### config.mk
export PLATFORM = sky130hd
export DESIGN_NAME = prin_div
export DESIGN_NICKNAME = d
export VERILOG_FILES = /design/src/rtl/prin_pkg.sv /design/src/rtl/prin_div.sv
export SDC_FILE = /design/constraint.sdc
export NUM_CORES = 1
export LEC_CHECK = 0
export BUFFER_PORTS_ARGS = -buffer_cell sky130_fd_sc_hd__buf_2
export CORE_ASPECT_RATIO = 2
export CORE_UTILIZATION = 62
export CTS_BUF_LIST = sky130_fd_sc_hd__clkbuf_4 sky130_fd_sc_hd__clkbuf_8
export DETAILED_ROUTE_END_ITERATION = 12
export HOLD_SLACK_MARGIN = 0.08
export PLACE_DENSITY = 0.83
export SLEW_MARGIN = 20
export SYNTH_ARGS = -nofsm -noshare
export SYNTH_HDL_FRONTEND = slang
export SYNTH_SLANG_ARGS = --single-unit
### constraint.sdc
create_clock -name clk -period 5.54 [get_ports clk]
set_clock_uncertainty 0.1 [all_clocks]
set_input_delay 0.554 -clock clk [delete_from_list [all_inputs] [get_ports clk]]
set_output_delay 0.554 -clock clk [all_outputs]
set_load 0.05 [all_outputs]
### src/rtl/prin_pkg.sv
// Package for the point range image normalizer.
// Field widths, register indexes and shared structs. No dependencies.
package prin_pkg;

  localparam int COORD_W = 16;
  localparam int RANGE_W = 16;
  localparam int SCALE_W = 16;
  localparam int SUM_W   = 32;
  localparam int PIX_W   = 26;
  localparam int INDEX_W = 16;
  localparam int FRAC_W  = 6;
  localparam int FIT_W   = 8;

  localparam logic [RANGE_W-1:0] MIN_RESET = '1;
  localparam logic [FIT_W-1:0]   FIT_FULL  = '1;
  localparam logic [SCALE_W-1:0] SCALE_RESET = SCALE_W'(64);

  // configuration register indexes
  localparam logic [0:0] CFG_FIT_MODE = 1'b0;
  localparam logic [0:0] CFG_SCALE    = 1'b1;

  typedef struct packed {
    logic               invalid;
    logic [COORD_W-1:0] x;
    logic [COORD_W-1:0] y;
    logic [COORD_W-1:0] z;
  } prin_pt_t;

  typedef struct packed {
    logic [RANGE_W-1:0] diff;
    logic [RANGE_W-1:0] span;
  } prin_div_req_t;

endpackage

### src/rtl/prin_div.sv
// Fit-mode divider: floor(diff*255/span), one quotient bit per cycle.
// Requires diff < span. Depends on prin_pkg.
module prin_div import prin_pkg::*; (
  input  logic              clk,
  input  logic              rst,
  input  logic              start,
  input  prin_div_req_t     req,
  output logic              done,
  output logic [FIT_W-1:0]  quo
);

  localparam int NUM_W = RANGE_W + FIT_W;
  localparam int CNT_W = $clog2(FIT_W + 1);

  logic              busy;
  logic [CNT_W-1:0]  cnt;
  logic [NUM_W-1:0]  num;
  logic [NUM_W-1:0]  den_sh;
  logic [NUM_W-1:0]  diff_w;
  logic              ge;

  assign diff_w = NUM_W'(req.diff);
  assign ge     = num >= den_sh;

  always_ff @(posedge clk) begin
    if (rst) begin
      busy <= 1'b0;
      done <= 1'b0;
      cnt  <= '0;
    end else begin
      done <= 1'b0;
      if (start) begin
        busy   <= 1'b1;
        cnt    <= '0;
        num    <= (diff_w << FIT_W) - diff_w;
        den_sh <= NUM_W'(req.span) << (FIT_W - 1);
        quo    <= '0;
      end else if (busy) begin
        cnt    <= cnt + CNT_W'(1);
        num    <= ge ? num - den_sh : num;
        den_sh <= den_sh >> 1;
        quo    <= {quo[FIT_W-2:0], ge};
        if (cnt == CNT_W'(FIT_W - 1)) begin
          busy <= 1'b0;
          done <= 1'b1;
        end
      end
    end
  end

endmodule

Yosys cells after proc, flatten, opt, wreduce, memory -nomap -nowiden
Index checks and enable logic that the tools add are counted.

storage, ports and cells
  bits in latches = 0
  memories = 0
  output and inout port bits = 9
  bits in writable memories = 0
  bits of input ports = 35
  register bits = 61
  ROM bits = 0
  logic and storage cells = 30

operators by class
  bitwise gates (word level) = 2
  divide/modulo/power cells = 0
  mux-type cells = 10
  $mul = 0
  shift-type cells = 0
  $add $sub $neg = 3
  equality and inequality tests = 1
  reduce and logical (&&, ||, !) cells = 6
  $lt $le $gt $ge = 1

operators with widths
  kind                                           count
  2-to-1 mux 24 bit                              3
  2-to-1 mux 23 bit                              2
  greater-or-equal comparator 24 x 23 -> 1 bit   1
  subtractor 24 x 16 -> 24 bit                   1
  subtractor 24 x 23 -> 24 bit                   1
  2-to-1 mux 8 bit                               1
  adder 4 x 1 -> 4 bit, second input constant    1
  == test 4 x 3 -> 1 bit, second input constant  1
  2-to-1 mux 1 bit                               4
  nonzero test 2 bit                             2
  AND reduction 3 bit                            1
  OR reduction 3 bit                             1
  NOT 1 bit                                      2
  AND reduction 2 bit                            1
  OR reduction 2 bit                             1

Logic depth before layout (Yosys ltp)
  word-level depth = 4
  depth in mapped cells = 10

Worst setup path before layout
OpenSTA, ideal clock, no wires.

  kind = in2reg
  start point = input port start
  end point = register num[0] (enable)
  data required time = 5.028 ns
  arrival = 3.875 ns
  stages = 5
  path slack = 1.153 ns
  path buffers = 2
  cell sequence = clkbuf_1 clkbuf_1 nor2_1 nor2_1 a21boi_1

between the ends
  longest elaborated chain between the ends = 2
  elaborated cells on any way between the ends = 3
  classes of those cells = reduce/logical (3)

ends and longest elaborated chain
  item                                      RTL line        text
  start, declared                           prin_div.sv:6   input logic start,
  nonzero test 2 bit (no source line)       --
  AND reduction 3 bit (no source line) (*)  --
  end signal, assigned                      prin_div.sv:35  num <= (diff_w << FIT_W) - diff_w;
  end signal, assigned                      prin_div.sv:40  num <= ge ? num - den_sh : num;
  end, declared                             prin_div.sv:17  logic [NUM_W-1:0] num;

Every way passes the cells marked *; elsewhere a longest branch is shown, timed or not.
A chain may end at the register's enable or synchronous reset.

Worst setup path after layout
  start point = register den_sh[0]
  end point = register num[19] (enable)

between the ends
  longest elaborated chain between the ends = 3

ends and longest elaborated chain
  item                                          RTL line        text
  start, declared                               prin_div.sv:18  logic [NUM_W-1:0] den_sh;
  start signal, assigned                        prin_div.sv:36  den_sh <= NUM_W'(req.span) << (FIT_W - 1);
  start signal, assigned                        prin_div.sv:41  den_sh <= den_sh >> 1;
  greater-or-equal comparator 24 x 23 -> 1 bit  prin_div.sv:23  assign ge = num >= den_sh;
  nonzero test 2 bit (no source line)           --
  AND reduction 3 bit (no source line)          --

Every way passes these cells.

==> impl_summary.md <==
Outcome
The flow ran to the end, and the final reports show no timing, DRC or antenna violations.

Yosys
The synthesized flop and latch total is just over 60. The net count after synthesis is 563. The sequential share of the synthesized area is 0.393. The post-synth design cell area is 0.00450 mm^2. In the synthesized netlist the async set-or-reset flop fraction comes to 0. The cell type with the largest total area after synthesis is sky130_fd_sc_hd__edfxtp_1. In the post-synthesis netlist, the biggest area contributors are sky130_fd_sc_hd__edfxtp_1, sky130_fd_sc_hd__ha_1, sky130_fd_sc_hd__nand2_1, sky130_fd_sc_hd__xnor2_1, sky130_fd_sc_hd__o21ai_0. The count of different cell masters after synthesis is between 60 and 70. After synthesis, the mean cell area works out to approximately 9.1 um^2. The fraction of post-synthesis cell area in the top cell type by area is 0.367. The number of enable flip-flop cells after synthesis is 55. The cell count after synthesis is approximately 490. For this run, the number of Yosys warnings is 0. The prevailing post-synth register cell is sky130_fd_sc_hd__edfxtp_1.

Setup path
The startpoint of the most critical setup path is den_sh[0]. The number of buffers and inverters on the critical path is 1. The highest-delay cell along the critical path is sky130_fd_sc_hd__fa_1. The kind of end point of the critical path is a register. Data on the critical path arrives at its endpoint at around 3200 ps. The largest incremental delay on the critical path is roughly 400 ps. The data required time at the worst endpoint is ~5500 ps. On the critical path the largest part of the delay comes from compound AO/OA/AOI/OAI gates.

In this run the worst path has a maximum fanout of 17. The launching element type of the critical path is a register. The setup path with the least slack is of type reg2reg. The startpoint of the worst register-to-register path is den_sh[0]. Walking the worst path, the cells encountered are ha_1 > fa_1 > nand2b_1 > a21oi_1 > nor2_1 > o21ai_0 > or2_2 > a211oi_1 > a21boi_2 > buf_4.

STA
For the finished layout, the period the worst path requires is 3230 ps. The count of final hold-check violations is 0. Summed over all failing endpoints, the final setup total negative slack is 0 ps. At the pin with the least slew margin, the transition time is between 600 and 700 ps. Derived from the worst setup path, the maximum achievable clock frequency is a little over 0.3 GHz. Setup repair after global routing left no endpoint under its margin.

Dividing the final minimum period by the clock period gives 0.583. The final-report max-slew violation count is 0. The post-route worst hold slack is 307 ps. The worst pin sits at a relative slew slack of 0.563. The number of endpoints failing setup at the final stage is 0.

Clock tree
The later pin in the worst-skew pair is clocked with a latency of 350 ps. CTS placed an instance of sky130_fd_sc_hd__clkbuf_8 at the clock tree root. Post-CTS timing repair inserted 0 buffers for setup. The number of buffers added to fix hold violations after cts is 0.

The longest clock path from root to sink contains 2 buffers. The clock drives slightly above 60 sinks. The total clock buffers created by CTS is 9.

TritonCTS built the clock tree. Clock-pin slew was measured on the worst setup and hold paths at 60 ps. In this run the number of H-tree levels came out at 3. The post-cts gate resize count is 0.

Detailed routing
The iteration-0 DRC count of the detailed router is ~240. For this run, the detailed router's first-pass iteration total came to 5. After detailed routing, the number of remaining DRC violations is 0. The average wire per standard cell is 16.7 um. Wires add up to 10500 um. For this block, the via count after detailed routing is about 3800.

In the routed layout, each cell is associated on average with a via count of slightly above 6. The count of nets left with antenna violations once routing finished came out at 0.

Job
Max-cap violations in this run came to 0.

Floorplanning
The core outline area is roughly 0.0070 mm^2. The die is between 60 and 70 um wide. The die covers between 0.007 and 0.008 mm^2. The initial utilization of the core area, before any placement, comes to 0.644. The floorplan row count is 43. The die is approximately 120 um tall. For this design the top-level I/O count stands at 44.

Global route
The number of global-route vias before repair is around 3700. The first global-routing pass estimated between 15000 and 20000 um of wire. The pin count of the biggest net entering global routing is 63. The initial antenna violation count came to 0. The busiest layer in global routing is met2. The routing usage on met2 is 0.545. In the global route stage, met3 resource usage came out at 0.0493. For met1 alone, demand over resource in global routing was 0.317. The total grt overflow is 0. The total routing resource utilization after global routing is 0.292.

Layout
The fraction of final layout cells with drive strength greater than 1 is 0.143. The number of nets in the final layout is 604. The top cell types in the final layout, fill and taps aside, are sky130_fd_sc_hd__nand2_1, sky130_fd_sc_hd__edfxtp_1, sky130_fd_sc_hd__buf_2, sky130_fd_sc_hd__inv_1, sky130_fd_sc_hd__o21ai_0.

The most common cell after layout, fill and taps aside is sky130_fd_sc_hd__nand2_1. The growth of design area from synthesis to finish is 11.7%. The total inserted antenna cells is 0.

Pwr
VDD sags by at most around 180 uV. Power spread over the standard cell area amounts to 295 mW/mm^2. For this design the static power due to leakage is between 2 and 2.5 nW.

Place
The congestion estimate from routability-driven global placement came to about 0.93. Detailed placement ended at an HPWL of 8010 um. The number of buffer cells added on primary ports is 43.

Min path
The path class of the tightest hold or removal check is in2reg. In this run the most critical hold path is launched from rst.
per-layer routing:
layer  vias to the layer above  share of wire
li1                       1865              -
met1                      1805           0.39
met2                       139           0.53
met3                        22          0.046
met4                         0          0.027
met5                         -              0
cell usage after synthesis (all sizes together) (4+ instances only):
cell	count
nand2b	4
nor4	5
and3	7
o21bai	5
nand4	6
a21oi	41
clkbuf	13
nor2b	9
nand3	10
a21o	9
inv	41
or3	4
a211oi	5
edfxtp	55
ha	33
xor2	13
xnor2	23
nor3	9
nand2	56
dfxtp	6
a31oi	5
nor2	40
o211ai	4
mux2i	6
o21ai	44
cell families (layout without fill, tap and decap cells):
logic type,Yosys count,count (layout),share of synthesized area
mux,6,6,0.0133
compound gates,135,135,0.196
buf+inv,57,103,0.0478
flops,61,61,0.393
fa+ha+maj,34,34,0.0961
simple gates,165,165,0.184
xor+xnor,36,36,0.0700
metrics by stage:
stage | worst slack, ps | power, W | instance area (um^2) | utilization | cells
global route | 2070 | 0.00155 | 5030 | 0.719 | 630
floorplan | 1150 | 0.000905 | 4500 | - | 494
finish | 2310 | 0.00148 | 5030 | 0.719 | 630
detailed placement | 2360 | 0.00101 | 4800 | 0.686 | 614
CTS | 2350 | 0.00148 | 5030 | 0.719 | 630
global placement | 2440 | 0.00101 | 4800 | 0.686 | 614
registers in the layout, summed over array words and instances (netlist names):
name / cells
num: 24
den_sh: 23
quo: 8
cnt: 4
busy: 1
done: 1
final timing paths:
| kind | end | slack [ps] | cells after the start |
|---|---|---|---|
| max | num[19] | 2310 | 10 |
| min | busy | 310 | 2 |
| max reg2reg | num[19] | 2310 | 10 |
| min reg2reg | done | 390 | 1 |
report_power, final:
| group | internal [W] | total, W | switching [W] |
|---|---|---|---|
| clock | 0.000299 | 0.000468 | 0.000169 |
| combinational | 0.000169 | 0.000447 | 0.000278 |
| sequential | 0.000555 | 0.000569 | 0.0000141 |
| total | 0.00102 | 0.00148 | 0.000461 |
area by class of cell:
type | count | area [um^2]
clock inverters | 6 | 101
clock buffers | 10 | 131
well taps | 90 | 113
multi-input cells | 376 | 2520
fillers | 544 | 1960
flip-flops and latches | 61 | 1770
inverters | 41 | 154
repair buffers | 46 | 238
Note: power is estimated with default switching activity, not from simulation.
