**src/rtl/prin_pkg.sv**
```systemverilog
// Package for the point range image normalizer.
// Field widths, register indexes and shared structs. No dependencies.
package prin_pkg;

  localparam int COORD_W = 16;
  localparam int RANGE_W = 16;
  localparam int SCALE_W = 16;
  localparam int SUM_W   = 32;
  localparam int PIX_W   = 26;
  localparam int INDEX_W = 16;
  localparam int FRAC_W  = 6;
  localparam int FIT_W   = 8;

  localparam logic [RANGE_W-1:0] MIN_RESET = '1;
  localparam logic [FIT_W-1:0]   FIT_FULL  = '1;
  localparam logic [SCALE_W-1:0] SCALE_RESET = SCALE_W'(64);

  // configuration register indexes
  localparam logic [0:0] CFG_FIT_MODE = 1'b0;
  localparam logic [0:0] CFG_SCALE    = 1'b1;

  typedef struct packed {
    logic               invalid;
    logic [COORD_W-1:0] x;
    logic [COORD_W-1:0] y;
    logic [COORD_W-1:0] z;
  } prin_pt_t;

  typedef struct packed {
    logic [RANGE_W-1:0] diff;
    logic [RANGE_W-1:0] span;
  } prin_div_req_t;

endpackage

```
**src/rtl/prin_range.sv**
```systemverilog
// Range unit: sum of squares on one shared multiplier, then a restoring
// bit-serial square root. Depends on prin_pkg.
module prin_range import prin_pkg::*; (
  input  logic               clk,
  input  logic               rst,
  input  logic               start,
  input  prin_pt_t           pt,
  output logic               done,
  output logic [RANGE_W-1:0] range_out
);

  localparam int SQ_STEPS   = 4;
  localparam int ROOT_STEPS = SUM_W / 2;
  localparam int LAST       = SQ_STEPS + ROOT_STEPS - 1;
  localparam int PH_W       = $clog2(LAST + 1);
  localparam int REM_W      = RANGE_W + 1;
  localparam int OPS_W      = 3 * COORD_W;

  logic                busy;
  logic [PH_W-1:0]     phase;
  logic [OPS_W-1:0]    ops;
  logic [SUM_W-1:0]    prod;
  logic [SUM_W-1:0]    acc;
  logic [SUM_W-1:0]    rad;
  logic [REM_W-1:0]    rem;
  logic [RANGE_W-1:0]  root;

  logic [COORD_W-1:0]  ax, ay, az, op0;
  logic [SUM_W-1:0]    acc_next;
  logic [REM_W+1:0]    rem_t, trial;
  logic                ge;

  assign ax  = pt.x[COORD_W-1] ? COORD_W'(-pt.x) : pt.x;
  assign ay  = pt.y[COORD_W-1] ? COORD_W'(-pt.y) : pt.y;
  assign az  = pt.z[COORD_W-1] ? COORD_W'(-pt.z) : pt.z;
  assign op0 = ops[OPS_W-1 -: COORD_W];

  assign acc_next = acc + prod;
  assign rem_t    = {rem, rad[SUM_W-1 -: 2]};
  assign trial    = {1'b0, root, 2'b01};
  assign ge       = rem_t >= trial;

  assign range_out = root;

  always_ff @(posedge clk) begin
    if (rst) begin
      busy  <= 1'b0;
      done  <= 1'b0;
      phase <= '0;
    end else begin
      done <= 1'b0;
      if (start) begin
        busy  <= 1'b1;
        phase <= '0;
        ops   <= pt.invalid ? '0 : {ax, ay, az};
        prod  <= '0;
        acc   <= '0;
      end else if (busy) begin
        phase <= phase + PH_W'(1);
        if (phase < PH_W'(SQ_STEPS)) begin
          prod <= SUM_W'(op0 * op0);
          ops  <= ops << COORD_W;
          acc  <= acc_next;
          if (phase == PH_W'(SQ_STEPS - 1)) begin
            rad  <= acc_next;
            rem  <= '0;
            root <= '0;
          end
        end else begin
          rad  <= rad << 2;
          rem  <= ge ? REM_W'(rem_t - trial) : rem_t[REM_W-1:0];
          root <= {root[RANGE_W-2:0], ge};
          if (phase == PH_W'(LAST)) begin
            busy <= 1'b0;
            done <= 1'b1;
          end
        end
      end
    end
  end

endmodule

```
**config.mk**
```make
export PLATFORM = sky130hd
export DESIGN_NAME = prin_range
export DESIGN_NICKNAME = d
export VERILOG_FILES = /design/src/rtl/prin_pkg.sv /design/src/rtl/prin_range.sv
export SDC_FILE = /design/constraint.sdc
export NUM_CORES = 1
export LEC_CHECK = 0
export ABC_AREA = 1
export BUFFER_PORTS_ARGS = -buffer_cell sky130_fd_sc_hd__buf_2
export CAP_MARGIN = 20
export CORE_ASPECT_RATIO = 0.8
export CORE_UTILIZATION = 25
export DETAILED_ROUTE_END_ITERATION = 10
export MAX_ROUTING_LAYER = met4
export PLACE_DENSITY = 0.45
export SYNTH_ARGS = -nofsm -noshare
export SYNTH_HDL_FRONTEND = slang
export SYNTH_SLANG_ARGS = --single-unit
```
**constraint.sdc**
```tcl
create_clock -name clk -period 12.6 [get_ports clk]
set_input_delay 1.26 -clock clk [delete_from_list [all_inputs] [get_ports clk]]
set_output_delay 1.26 -clock clk [all_outputs]
set_load 0.05 [all_outputs]
```
# Word level (Yosys, flattened, before mapping)
# Cells that the tools add are included.
# op_classes
multipliers,1
reduce_logical,6
n_bitwise,3
order_cmp,2
muxes,23
n_addsub,6
eq_ne,3
# op_table
op,count
$mux 32,6
$mux 48,4
$mux 16,5
$mux 17,3
$neg 16->16,3
$add 32x32->32,1
$mul 16x16->32,1
$ge 19x18->1,1
$sub 17x17->17,1
$add 5x1->5 const B,1
$eq 5x2->1 const B,1
$eq 5x5->1 const B,1
$lt 5x3->1 const B,1
$mux 1,5
$reduce_and 4->1,1
$reduce_bool 2->1,2
$reduce_or 4->1,1
$not 1->1,3
$reduce_and 3->1,1
$ne 2x1->1 const B,1
$reduce_or 2->1,1
# word_totals
input_bits,52
output_inout_bits,17
ff_bits,184
word_cells,54

# Longest topological paths before layout
# Gate-level depths: netlist of run 1.
# logic_depth
depth_word,5
ltp_mapped,28
ltp_nobuf,26

# Worst setup path before layout of run 1
# OpenSTA, ideal clock, no wires.
# synth_timing
path_kind,input to register
start,input rst
end,"register acc[0], enable pin"
t_arrival_ns,6.908
setup_ns,0.620
n_path_buf,0
cell_stages,3
required_time_ns,11.980
path_slack_ns,5.073
cell_sequence,nor2_1 -> inv_1 -> o22ai_1
# synth_via
elab_chain_len,2
# synth_rtl
element,line_no,rtl
"start, declared",prin_range.sv:5,"input logic rst,"
$not 1->1 (no line),-,
$reduce_and 3->1 (no line),-,
"end signal, assigned",prin_range.sv:63,acc <= acc_next;
"end, declared",prin_range.sv:23,logic [SUM_W-1:0] acc;
# No other way between the ends.
# A chain may end at the register's enable or synchronous reset.

# Worst setup path in the final report of run 1
# layout_timing
start,register ops[46]
end,"register prod[27], data pin"
# layout_via
elab_chain_len,3
# layout_rtl
element,line_no,rtl
"start, declared",prin_range.sv:21,logic [OPS_W-1:0] ops;
"start signal, assigned",prin_range.sv:55,"ops <= pt.invalid ? '0 : {ax, ay, az};"
"start signal, assigned",prin_range.sv:62,ops <= ops << COORD_W;
$mul 16x16->32,prin_range.sv:61,prod <= SUM_W'(op0 * op0);
$mux 32,prin_range.sv:60,if (phase < PH_W'(SQ_STEPS)) begin
$mux 32,prin_range.sv:58,end else if (busy) begin
"end signal, assigned",prin_range.sv:61,
"end, declared",prin_range.sv:22,logic [SUM_W-1:0] prod;
# No other way between the ends. The select of a mux whose other input is x is not followed.

==> impl_metrics.xml, run 1 <==
<?xml version="1.0" encoding="UTF-8"?>
<metrics>
  <group name="status">
    <metric name="status" unit="">complete, no violations</metric>
  </group>
  <group name="finish">
    <metric name="diodes" unit="">0</metric>
    <metric name="most_common_cell_after_layout_fill_and_taps_aside" unit="">sky130_fd_sc_hd__nand2_1</metric>
    <metric name="synthToLayoutAreaGrowth" unit="%">10.4</metric>
    <metric name="commonest_non_fill_non_tap_cells_in_the_layout" unit="">sky130_fd_sc_hd__nand2_1, sky130_fd_sc_hd__inv_1, sky130_fd_sc_hd__nor2_1, sky130_fd_sc_hd__edfxtp_1, sky130_fd_sc_hd__fa_1</metric>
    <metric name="fin_nets" unit="">2933</metric>
    <metric name="post_route_cells_drive_above_1_share" unit="%">4.89</metric>
    <metric name="final_cells" unit="">3589</metric>
  </group>
  <group name="routing">
    <metric name="postRouteAntennaNets" unit="">0</metric>
    <metric name="number_of_drc_violations_after_detailed_routing" unit="">0</metric>
    <metric name="routed_wire_length" unit="um">50000</metric>
    <metric name="vias_per_cell" unit="">4.23</metric>
    <metric name="dr_total_vias" unit="">15200</metric>
    <metric name="detailedRoute.firstPassIterationCount" unit="">5</metric>
    <metric name="drt_iter0_drc" unit="">952</metric>
    <metric name="routed_wire_length_per_instance" unit="um">13.9</metric>
  </group>
  <group name="cts">
    <metric name="cts.reportedPaths.clkPinSlew" unit="ps">80</metric>
    <metric name="post_cts.repair.setup_buffers" unit="">0</metric>
    <metric name="cts.path.max_buffers" unit="">2</metric>
    <metric name="cts_max_level" unit="">4</metric>
    <metric name="cts_tree" unit="">done</metric>
    <metric name="ctsResizeCount" unit="">0</metric>
    <metric name="cts-buffers-inserted" unit="">17</metric>
    <metric name="cts.root.buffer_cell" unit="">sky130_fd_sc_hd__clkbuf_16</metric>
    <metric name="post_cts_hold_buffer_count" unit="">0</metric>
    <metric name="clock_latency" unit="ps">500</metric>
    <metric name="numClockSinks" unit="">183</metric>
  </group>
  <group name="worst_setup_path">
    <metric name="crit_chain" unit="">nand2_1 &gt; xor2_1 &gt; ha_1 &gt; inv_1 &gt; fa_1 &gt; inv_1 &gt; fa_1 &gt; fa_1 &gt; fa_1 &gt; inv_1 &gt; fa_1 &gt; inv_1 &gt; ha_1 &gt; nand2_1 &gt; nor2_1 &gt; nand2_1 &gt; nor2_1 &gt; o21ai_0 &gt; nand3_1 &gt; nand2_1 &gt; nand2_1 &gt; nor2_1</metric>
    <metric name="worst_ep_required_time" unit="ps">12850</metric>
    <metric name="timing.setup.critical_path_class" unit="">flip-flop to flip-flop</metric>
    <metric name="critical_path.endpoint_type" unit="">flip-flop</metric>
    <metric name="r2r_end" unit="">prod[27]$_SDFFCE_PP0P_</metric>
    <metric name="critical_path_arrival" unit="ps">6370</metric>
    <metric name="cp_slowest_stage_delay" unit="ps">850</metric>
    <metric name="regToRegStartpoint" unit="">ops[46]$_DFFE_PP_</metric>
    <metric name="r2r.worst_path.cells" unit="">22</metric>
    <metric name="timing.critical_path.from_type" unit="">flip-flop</metric>
    <metric name="cp_max_fo" unit="">17</metric>
    <metric name="rrSetupSlack" unit="ps">6490</metric>
    <metric name="cpMaxStageDelayCell" unit="">sky130_fd_sc_hd__edfxtp_1</metric>
  </group>
  <group name="sta">
    <metric name="setup-violations-final" unit="">0</metric>
    <metric name="min_period_over_period" unit="%">48.5</metric>
    <metric name="rsz0062_at_grt" unit="">no</metric>
    <metric name="drv_slew" unit="">0</metric>
    <metric name="skew" unit="ps">15.9</metric>
    <metric name="slew_headroom" unit="%">35.1</metric>
    <metric name="period_needed" unit="ps">6110</metric>
    <metric name="setup-tns-final" unit="ps">0</metric>
    <metric name="worst_slew_pin_slew" unit="ps">973</metric>
    <metric name="achievable-frequency" unit="MHz">164</metric>
    <metric name="timing_hold_violations_final" unit="">0</metric>
  </group>
  <group name="yosys">
    <metric name="yosys_register_bits" unit="">183</metric>
    <metric name="syn_avg_cell_area" unit="um^2">7.56</metric>
    <metric name="netlist-cell-type-count" unit="">42</metric>
    <metric name="synthCells" unit="">2529</metric>
    <metric name="synth_sequential_area_ratio" unit="%">28.4</metric>
    <metric name="ys.warnings.count" unit="">0</metric>
    <metric name="synth_nets" unit="">2898</metric>
    <metric name="mappedNetlistArea" unit="mm^2">0.0191</metric>
  </group>
  <group name="global_route">
    <metric name="via_count_of_the_first_global_routing_pass" unit="">14700</metric>
    <metric name="grt_start_max_net_pins" unit="">74</metric>
    <metric name="gr-usage-all-layers" unit="%">13.8</metric>
    <metric name="global_route_wire_length_before_repair" unit="um">81900</metric>
    <metric name="grt-ovfl-total" unit="">0</metric>
    <metric name="grt_antenna_before_repair" unit="">1</metric>
  </group>
  <group name="worst_hold_path">
    <metric name="min_delay_path_depth" unit="">2</metric>
    <metric name="worst_hold_path_type" unit="">flip-flop to flip-flop</metric>
    <metric name="min-delay-start" unit="">phase[1]$_SDFFE_PP0P_</metric>
    <metric name="hold_end" unit="">phase[1]$_SDFFE_PP0P_</metric>
  </group>
  <group name="die">
    <metric name="start_util" unit="%">25.3</metric>
    <metric name="core" unit="mm^2">0.0756</metric>
    <metric name="die_x" unit="um">311</metric>
    <metric name="fp.dieH" unit="um">249</metric>
    <metric name="core.rowCount" unit="">90</metric>
    <metric name="top_level_ports" unit="">69</metric>
    <metric name="floorplan.die_area" unit="mm^2">0.0776</metric>
  </group>
  <group name="placed_design">
    <metric name="placedCellCount" unit="">3557</metric>
    <metric name="portBuffers" unit="">68</metric>
    <metric name="gpl.final_weighted_congestion" unit="">0.871</metric>
    <metric name="detailedPlacementHpwl" unit="um">40500</metric>
  </group>
  <group name="job">
    <metric name="maxcap_viol_count" unit="">0</metric>
  </group>
</metrics>
logic make-up (layout without fill, tap and decap cells):
kind of cell,Yosys count,in the layout,share of synthesized area (%)
xor gates and xnor gates,34,34,1.56
AOI/OAI and AO/OA,248,248,6.85
adders and majority gates,317,317,27.1
buffers and inverters,620,668,12.3
DFF,183,183,28.4
muxes,1,1,0.0589
and+or+nand+nor,1126,1126,23.8
worst max-delay path, delay by kind of cell (launching register included):
kind | cells | cell delay [ps]
AO/OA/AOI/OAI | 1 | 150
XOR/XNOR | 1 | 220
adder cells (fa/ha/maj) | 7 | 3270
buffers and inverters | 4 | 190
flip-flops | 1 | 850
AND/OR/NAND/NOR | 9 | 1160
through the flow:
step / cell area (um^2) / util, % / hold WS (ps) / setup slack, ps
5_1_grt: 21100 / 28.0 / 535 / 6160
3_3_place_gp: 20600 / 27.2 / 481 / 6510
2_1_floorplan: 19100 / - / 453 / 5070
3_5_place_dp: 20600 / 27.2 / 480 / 6560
4_1_cts: 21100 / 28.0 / 493 / 6520
6_report: 21100 / 28.0 / 489 / 6490
worst max path at each step:
stage	startpoint	endpoint	slack (ps)	depth (start not counted)
6_report	ops[46]$_DFFE_PP_	prod[27]$_SDFFCE_PP0P_	6490	22
5_1_grt	ops[42]$_DFFE_PP_	prod[30]$_SDFFCE_PP0P_	6160	19
4_1_cts	ops[46]$_DFFE_PP_	prod[27]$_SDFFCE_PP0P_	6520	22
3_5_place_dp	ops[46]$_DFFE_PP_	prod[25]$_SDFFCE_PP0P_	6560	22
3_3_place_gp	ops[46]$_DFFE_PP_	prod[26]$_SDFFCE_PP0P_	6510	22
2_1_floorplan	rst	acc[0]$_SDFFCE_PP0P_	5070	3
Yosys cell counts (all sizes together):
master  instances  area (um^2)
clkbuf         49          184
nor3           26          140
o21ai         116          581
nand4          14         87.6
o21a            4         30.0
and2            2         12.5
a21boi          1         7.51
nor2          255          975
edfxtp        176         5290
inv           561         2110
o31ai           1         7.51
nand3         118          591
a31o            1         8.76
o21bai          9         67.6
mux2            1         11.3
nand3b         10         75.1
dfxtp           7          140
a21o            1         7.51
a32o            3         30.0
clkinv          1         3.75
buf             9         53.8
fa            163         3260
nand2         695         2630
o211ai          2         15.0
and3            1         6.26
or2             3         18.8
nor4            2         12.5
xnor2          21          184
ha            154         1930
xor2           13          114
o22ai           1         6.26
a21oi         109          549
state kept, by name (all words and copies together), names as in the netlist:
signal	count
rad	32
range_out	16
phase	5
done	1
prod	31
acc	32
busy	1
rem	17
ops	48
cell type report:
class | count | area (um^2)
multi-input cells | 1726 | 11400
fillers | 8318 | 54400
clock inverters | 15 | 141
flip-flops and latches | 183 | 5430
inverters | 562 | 2110
clock buffers | 17 | 425
well taps | 1012 | 1270
repair buffers | 74 | 385
per-layer routing:
metal | GRT usage (%) | share of wire (%)
met5 | - | 0
met4 | 2.63 | 1.1
met3 | 2.37 | 4.1
met2 | 19.2 | 41
met1 | 20.7 | 54
Power of run 1 is not shown: default switching activity piles up to over one toggle a cycle in this logic, so the estimate is an artifact.
==> run 2: changes to the inputs <==
--- a/config.mk
+++ b/config.mk
@@ -5,7 +5,7 @@
 export SDC_FILE = /design/constraint.sdc
 export NUM_CORES = 1
 export LEC_CHECK = 0
-export ABC_AREA = 1
+export ABC_AREA = 0
 export BUFFER_PORTS_ARGS = -buffer_cell sky130_fd_sc_hd__buf_2
 export CAP_MARGIN = 20
 export CORE_ASPECT_RATIO = 0.8
==> constraint.sdc (replaced) <==
create_clock -name clk -period 5.9 [get_ports clk]
set_input_delay 0.59 -clock clk [delete_from_list [all_inputs] [get_ports clk]]
set_output_delay 0.59 -clock clk [all_outputs]
set_load 0.05 [all_outputs]
==> impl_metrics.xml, run 2 <==
<?xml version="1.0" encoding="UTF-8"?>
<metrics>
  <group name="status">
    <metric name="status" unit="">complete, but fails checks</metric>
    <metric name="violations_in_the_final_reports" unit="">negative setup slack</metric>
  </group>
  <group name="routing">
    <metric name="number_of_drc_violations_after_detailed_routing" unit="">0</metric>
    <metric name="routed_wire_length" unit="um">42400</metric>
    <metric name="dr_total_vias" unit="">12800</metric>
    <metric name="postRouteAntennaNets" unit="">0</metric>
    <metric name="vias_per_cell" unit="">4.41</metric>
    <metric name="routed_wire_length_per_instance" unit="um">14.6</metric>
    <metric name="drt_iter0_drc" unit="">654</metric>
    <metric name="detailedRoute.firstPassIterationCount" unit="">4</metric>
  </group>
  <group name="worst_setup_path">
    <metric name="r2r.worst_path.cells" unit="">23</metric>
    <metric name="cp_slowest_stage_delay" unit="ps">540</metric>
    <metric name="critical_path_arrival" unit="ps">6240</metric>
    <metric name="cpMaxStageDelayCell" unit="">sky130_fd_sc_hd__fa_1</metric>
    <metric name="timing.setup.critical_path_class" unit="">flip-flop to flip-flop</metric>
    <metric name="cp_max_fo" unit="">7</metric>
    <metric name="path_depth" unit="">23</metric>
    <metric name="critical_path.endpoint_type" unit="">flip-flop</metric>
    <metric name="regToRegStartpoint" unit="">ops[42]$_DFFE_PP_</metric>
    <metric name="worstSetupEndpoint" unit="">prod[31]$_SDFFCE_PP0P_</metric>
    <metric name="worst_ep_required_time" unit="ps">6120</metric>
    <metric name="cp-startpoint" unit="">ops[42]$_DFFE_PP_</metric>
    <metric name="timing.critical_path.from_type" unit="">flip-flop</metric>
    <metric name="timing.critical_path.max_delay_family" unit="">adder cells</metric>
    <metric name="rrSetupSlack" unit="ps">-120</metric>
    <metric name="r2r_end" unit="">prod[31]$_SDFFCE_PP0P_</metric>
    <metric name="timing.critical_path.mode_cell" unit="">sky130_fd_sc_hd__fa_1</metric>
    <metric name="crit_chain" unit="">buf_12 &gt; and2_4 &gt; fa_1 &gt; inv_1 &gt; fa_1 &gt; inv_2 &gt; fa_1 &gt; inv_1 &gt; fa_1 &gt; inv_1 &gt; fa_1 &gt; inv_1 &gt; fa_1 &gt; inv_2 &gt; ha_4 &gt; o21ai_2 &gt; nand2b_1 &gt; a41oi_4 &gt; o21ai_4 &gt; a31oi_4 &gt; o31a_4 &gt; o21ai_2 &gt; mux2_4</metric>
    <metric name="worstPathBufferInverterCount" unit="">7</metric>
  </group>
  <group name="global_route">
    <metric name="via_count_of_the_first_global_routing_pass" unit="">13300</metric>
    <metric name="gr-usage-all-layers" unit="%">12.6</metric>
    <metric name="grt-ovfl-total" unit="">0</metric>
    <metric name="global_route_wire_length_before_repair" unit="um">70000</metric>
    <metric name="grt_antenna_before_repair" unit="">0</metric>
    <metric name="grt_start_max_net_pins" unit="">112</metric>
  </group>
  <group name="cts">
    <metric name="cts_max_level" unit="">4</metric>
    <metric name="numClockSinks" unit="">183</metric>
    <metric name="cts-buffers-inserted" unit="">17</metric>
    <metric name="cts.root.buffer_cell" unit="">sky130_fd_sc_hd__clkbuf_16</metric>
    <metric name="cts.reportedPaths.clkPinSlew" unit="ps">80</metric>
    <metric name="cts_tree" unit="">done</metric>
    <metric name="cts.path.max_buffers" unit="">2</metric>
    <metric name="clock_latency" unit="ps">470</metric>
  </group>
  <group name="placed_design">
    <metric name="placedCellCount" unit="">2844</metric>
    <metric name="portBuffers" unit="">68</metric>
    <metric name="gpl.final_weighted_congestion" unit="">0.858</metric>
    <metric name="detailedPlacementHpwl" unit="um">33100</metric>
    <metric name="placement.setup.worst_slack" unit="ps">-229</metric>
  </group>
  <group name="yosys">
    <metric name="synth_common_cells" unit="">sky130_fd_sc_hd__inv_1, sky130_fd_sc_hd__edfxtp_1, sky130_fd_sc_hd__fa_1</metric>
    <metric name="synthCells" unit="">1811</metric>
    <metric name="syn_avg_cell_area" unit="um^2">9.72</metric>
    <metric name="async_flop_share" unit="%">0</metric>
    <metric name="synth_nets" unit="">2180</metric>
    <metric name="netlist_top_cells_area" unit="">sky130_fd_sc_hd__edfxtp_1, sky130_fd_sc_hd__fa_1, sky130_fd_sc_hd__ha_1, sky130_fd_sc_hd__inv_1, sky130_fd_sc_hd__nand2_1</metric>
    <metric name="ys.flop_type" unit="">sky130_fd_sc_hd__edfxtp_1</metric>
    <metric name="yosys_register_bits" unit="">183</metric>
    <metric name="ys.warnings.count" unit="">0</metric>
    <metric name="synth_largest_type_area_fraction" unit="%">30.0</metric>
    <metric name="synth_sequential_area_ratio" unit="%">30.8</metric>
    <metric name="edff_count_synth" unit="">176</metric>
    <metric name="mappedNetlistArea" unit="mm^2">0.0176</metric>
    <metric name="netlist-cell-type-count" unit="">73</metric>
    <metric name="yosysTopAreaCell" unit="">sky130_fd_sc_hd__edfxtp_1</metric>
    <metric name="yosys.cell_count.top_type" unit="">sky130_fd_sc_hd__inv_1</metric>
  </group>
  <group name="power">
    <metric name="cellLeakagePower" unit="nW">9.49</metric>
    <metric name="power.ir.vdd_worst" unit="mV">0.636</metric>
    <metric name="cellPowerDensity" unit="mW/mm^2">648</metric>
  </group>
  <group name="finish">
    <metric name="most_common_cell_after_layout_fill_and_taps_aside" unit="">sky130_fd_sc_hd__inv_1</metric>
    <metric name="reg.largest.list" unit="">ops: 48 flops, acc: 32 flops, rad: 32 flops</metric>
    <metric name="largest_register_ff_count" unit="">48</metric>
    <metric name="fin_nets" unit="">2336</metric>
    <metric name="register_with_the_highest_flop_count" unit="">ops</metric>
    <metric name="final_cells" unit="">2903</metric>
    <metric name="commonest_non_fill_non_tap_cells_in_the_layout" unit="">sky130_fd_sc_hd__inv_1, sky130_fd_sc_hd__edfxtp_1, sky130_fd_sc_hd__fa_1, sky130_fd_sc_hd__nand2_1, sky130_fd_sc_hd__ha_1</metric>
    <metric name="final.fill_count" unit="">7307</metric>
    <metric name="synthToLayoutAreaGrowth" unit="%">18.7</metric>
    <metric name="diodes" unit="">0</metric>
    <metric name="post_route_cells_drive_above_1_share" unit="%">17.1</metric>
  </group>
  <group name="die">
    <metric name="core.rowCount" unit="">86</metric>
    <metric name="start_util" unit="%">25.4</metric>
    <metric name="core" unit="mm^2">0.0693</metric>
    <metric name="fp.dieH" unit="um">239</metric>
    <metric name="top_level_ports" unit="">69</metric>
    <metric name="die_x" unit="um">299</metric>
    <metric name="floorplan.die_area" unit="mm^2">0.0715</metric>
  </group>
  <group name="sta">
    <metric name="final_layout_worst_hold_slack" unit="ps">371</metric>
    <metric name="timing_hold_violations_final" unit="">0</metric>
    <metric name="setup-violations-final" unit="">5</metric>
    <metric name="achievable-frequency" unit="MHz">166</metric>
    <metric name="drv_slew" unit="">0</metric>
    <metric name="rsz0062_at_grt" unit="">yes</metric>
    <metric name="worst_case_setup_margin_in_the_final_layout" unit="ps">-116</metric>
    <metric name="min_period_over_period" unit="%">102</metric>
    <metric name="worst_slew_pin_slew" unit="ps">933</metric>
    <metric name="slew_headroom" unit="%">37.8</metric>
    <metric name="period_needed" unit="ps">6020</metric>
    <metric name="skew" unit="ps">23.3</metric>
  </group>
  <group name="worst_hold_path">
    <metric name="min_delay_path_depth" unit="">2</metric>
    <metric name="worst_hold_path_type" unit="">input pin to flip-flop</metric>
  </group>
  <group name="job">
    <metric name="maxcap_viol_count" unit="">0</metric>
  </group>
</metrics>
run 2: cell types whose count changed after synthesis, sizes merged, moves of 27 or more:
cell   delta
nand2   -534
inv     -255
nor2    -112
nand3    -84
xor2     +55
a21oi    -49
and2     +49
a21o     +41
o21ai    -39
o22ai    +34
xnor2    +27
run 2: through the flow:
stage / cell area [um^2] / TNS (ps) / util [%] / total power [W]
3_5_place_dp: 19800 / -1490 / 28.5 / 0.0111
3_3_place_gp: 19800 / -1080 / 28.5 / 0.0112
2_1_floorplan: 17700 / 0 / - / 0.00804
5_1_grt: 20900 / -3100 / 30.2 / 0.0150
4_1_cts: 20500 / -454 / 29.6 / 0.0128
6_report: 20900 / -348 / 30.2 / 0.0135
run 2: layout make-up:
class / instances / area [um^2] / share of cell area (%)
Inverter: 306 / 1150 / 5.50
Tap cell: 924 / 1160 / 5.53
Sequential cell: 183 / 5430 / 26.0
Clock inverter: 12 / 130 / 0.623
Multi-Input combinational cell: 1249 / 11100 / 53.1
Timing Repair Buffer: 210 / 1500 / 7.17
Clock buffer: 19 / 433 / 2.07
run 2: worst min-delay path by stage:
stage                                 end  slack, ps                   from
finish                    busy$_SDFF_PP0_        370                    rst
global route              busy$_SDFF_PP0_        360                    rst
CTS                       busy$_SDFF_PP0_        350                    rst
detailed placement      rad[13]$_DFFE_PP_        510      rad[11]$_DFFE_PP_
global placement    phase[1]$_SDFFE_PP0P_        510  phase[1]$_SDFFE_PP0P_
floorplan                 done$_SDFF_PP0_        480  phase[4]$_SDFFE_PP0P_
run 2: timing repair:
item	4_1_cts	5_1_grt
hold endpoints to repair	0	0
hold buffers	0	0
gates resized for setup	28	51
pin swaps	14	40
endpoints found under the setup margin	12	15
buffers inserted	11	16
run 2: layer usage:
metal	share of wire [%]	routed length, um	track usage (%)
met5	0	0	-
met4	1.5	643	2.83
met3	2.5	1070	1.84
met2	45	18900	19.1
met1	51	21800	17.6
run 2: logic make-up after synthesis:
logic type | after synthesis | synth area share, %
buf+inv | 379 | 8.16
compound gates | 316 | 12.3
xor+xnor | 116 | 5.77
flops | 183 | 30.8
mux | 8 | 0.476
fa+ha+maj | 317 | 29.5
simple gates | 492 | 13.0
run 2: power breakdown:
| group | switching (W) | internal, W |
|---|---|---|
| combinational | 0.00550 | 0.00494 |
| clock | 0.000533 | 0.000621 |
| sequential | 0.0000679 | 0.00187 |
| total | 0.00610 | 0.00743 |
Note: power is estimated with default switching activity, not from simulation.
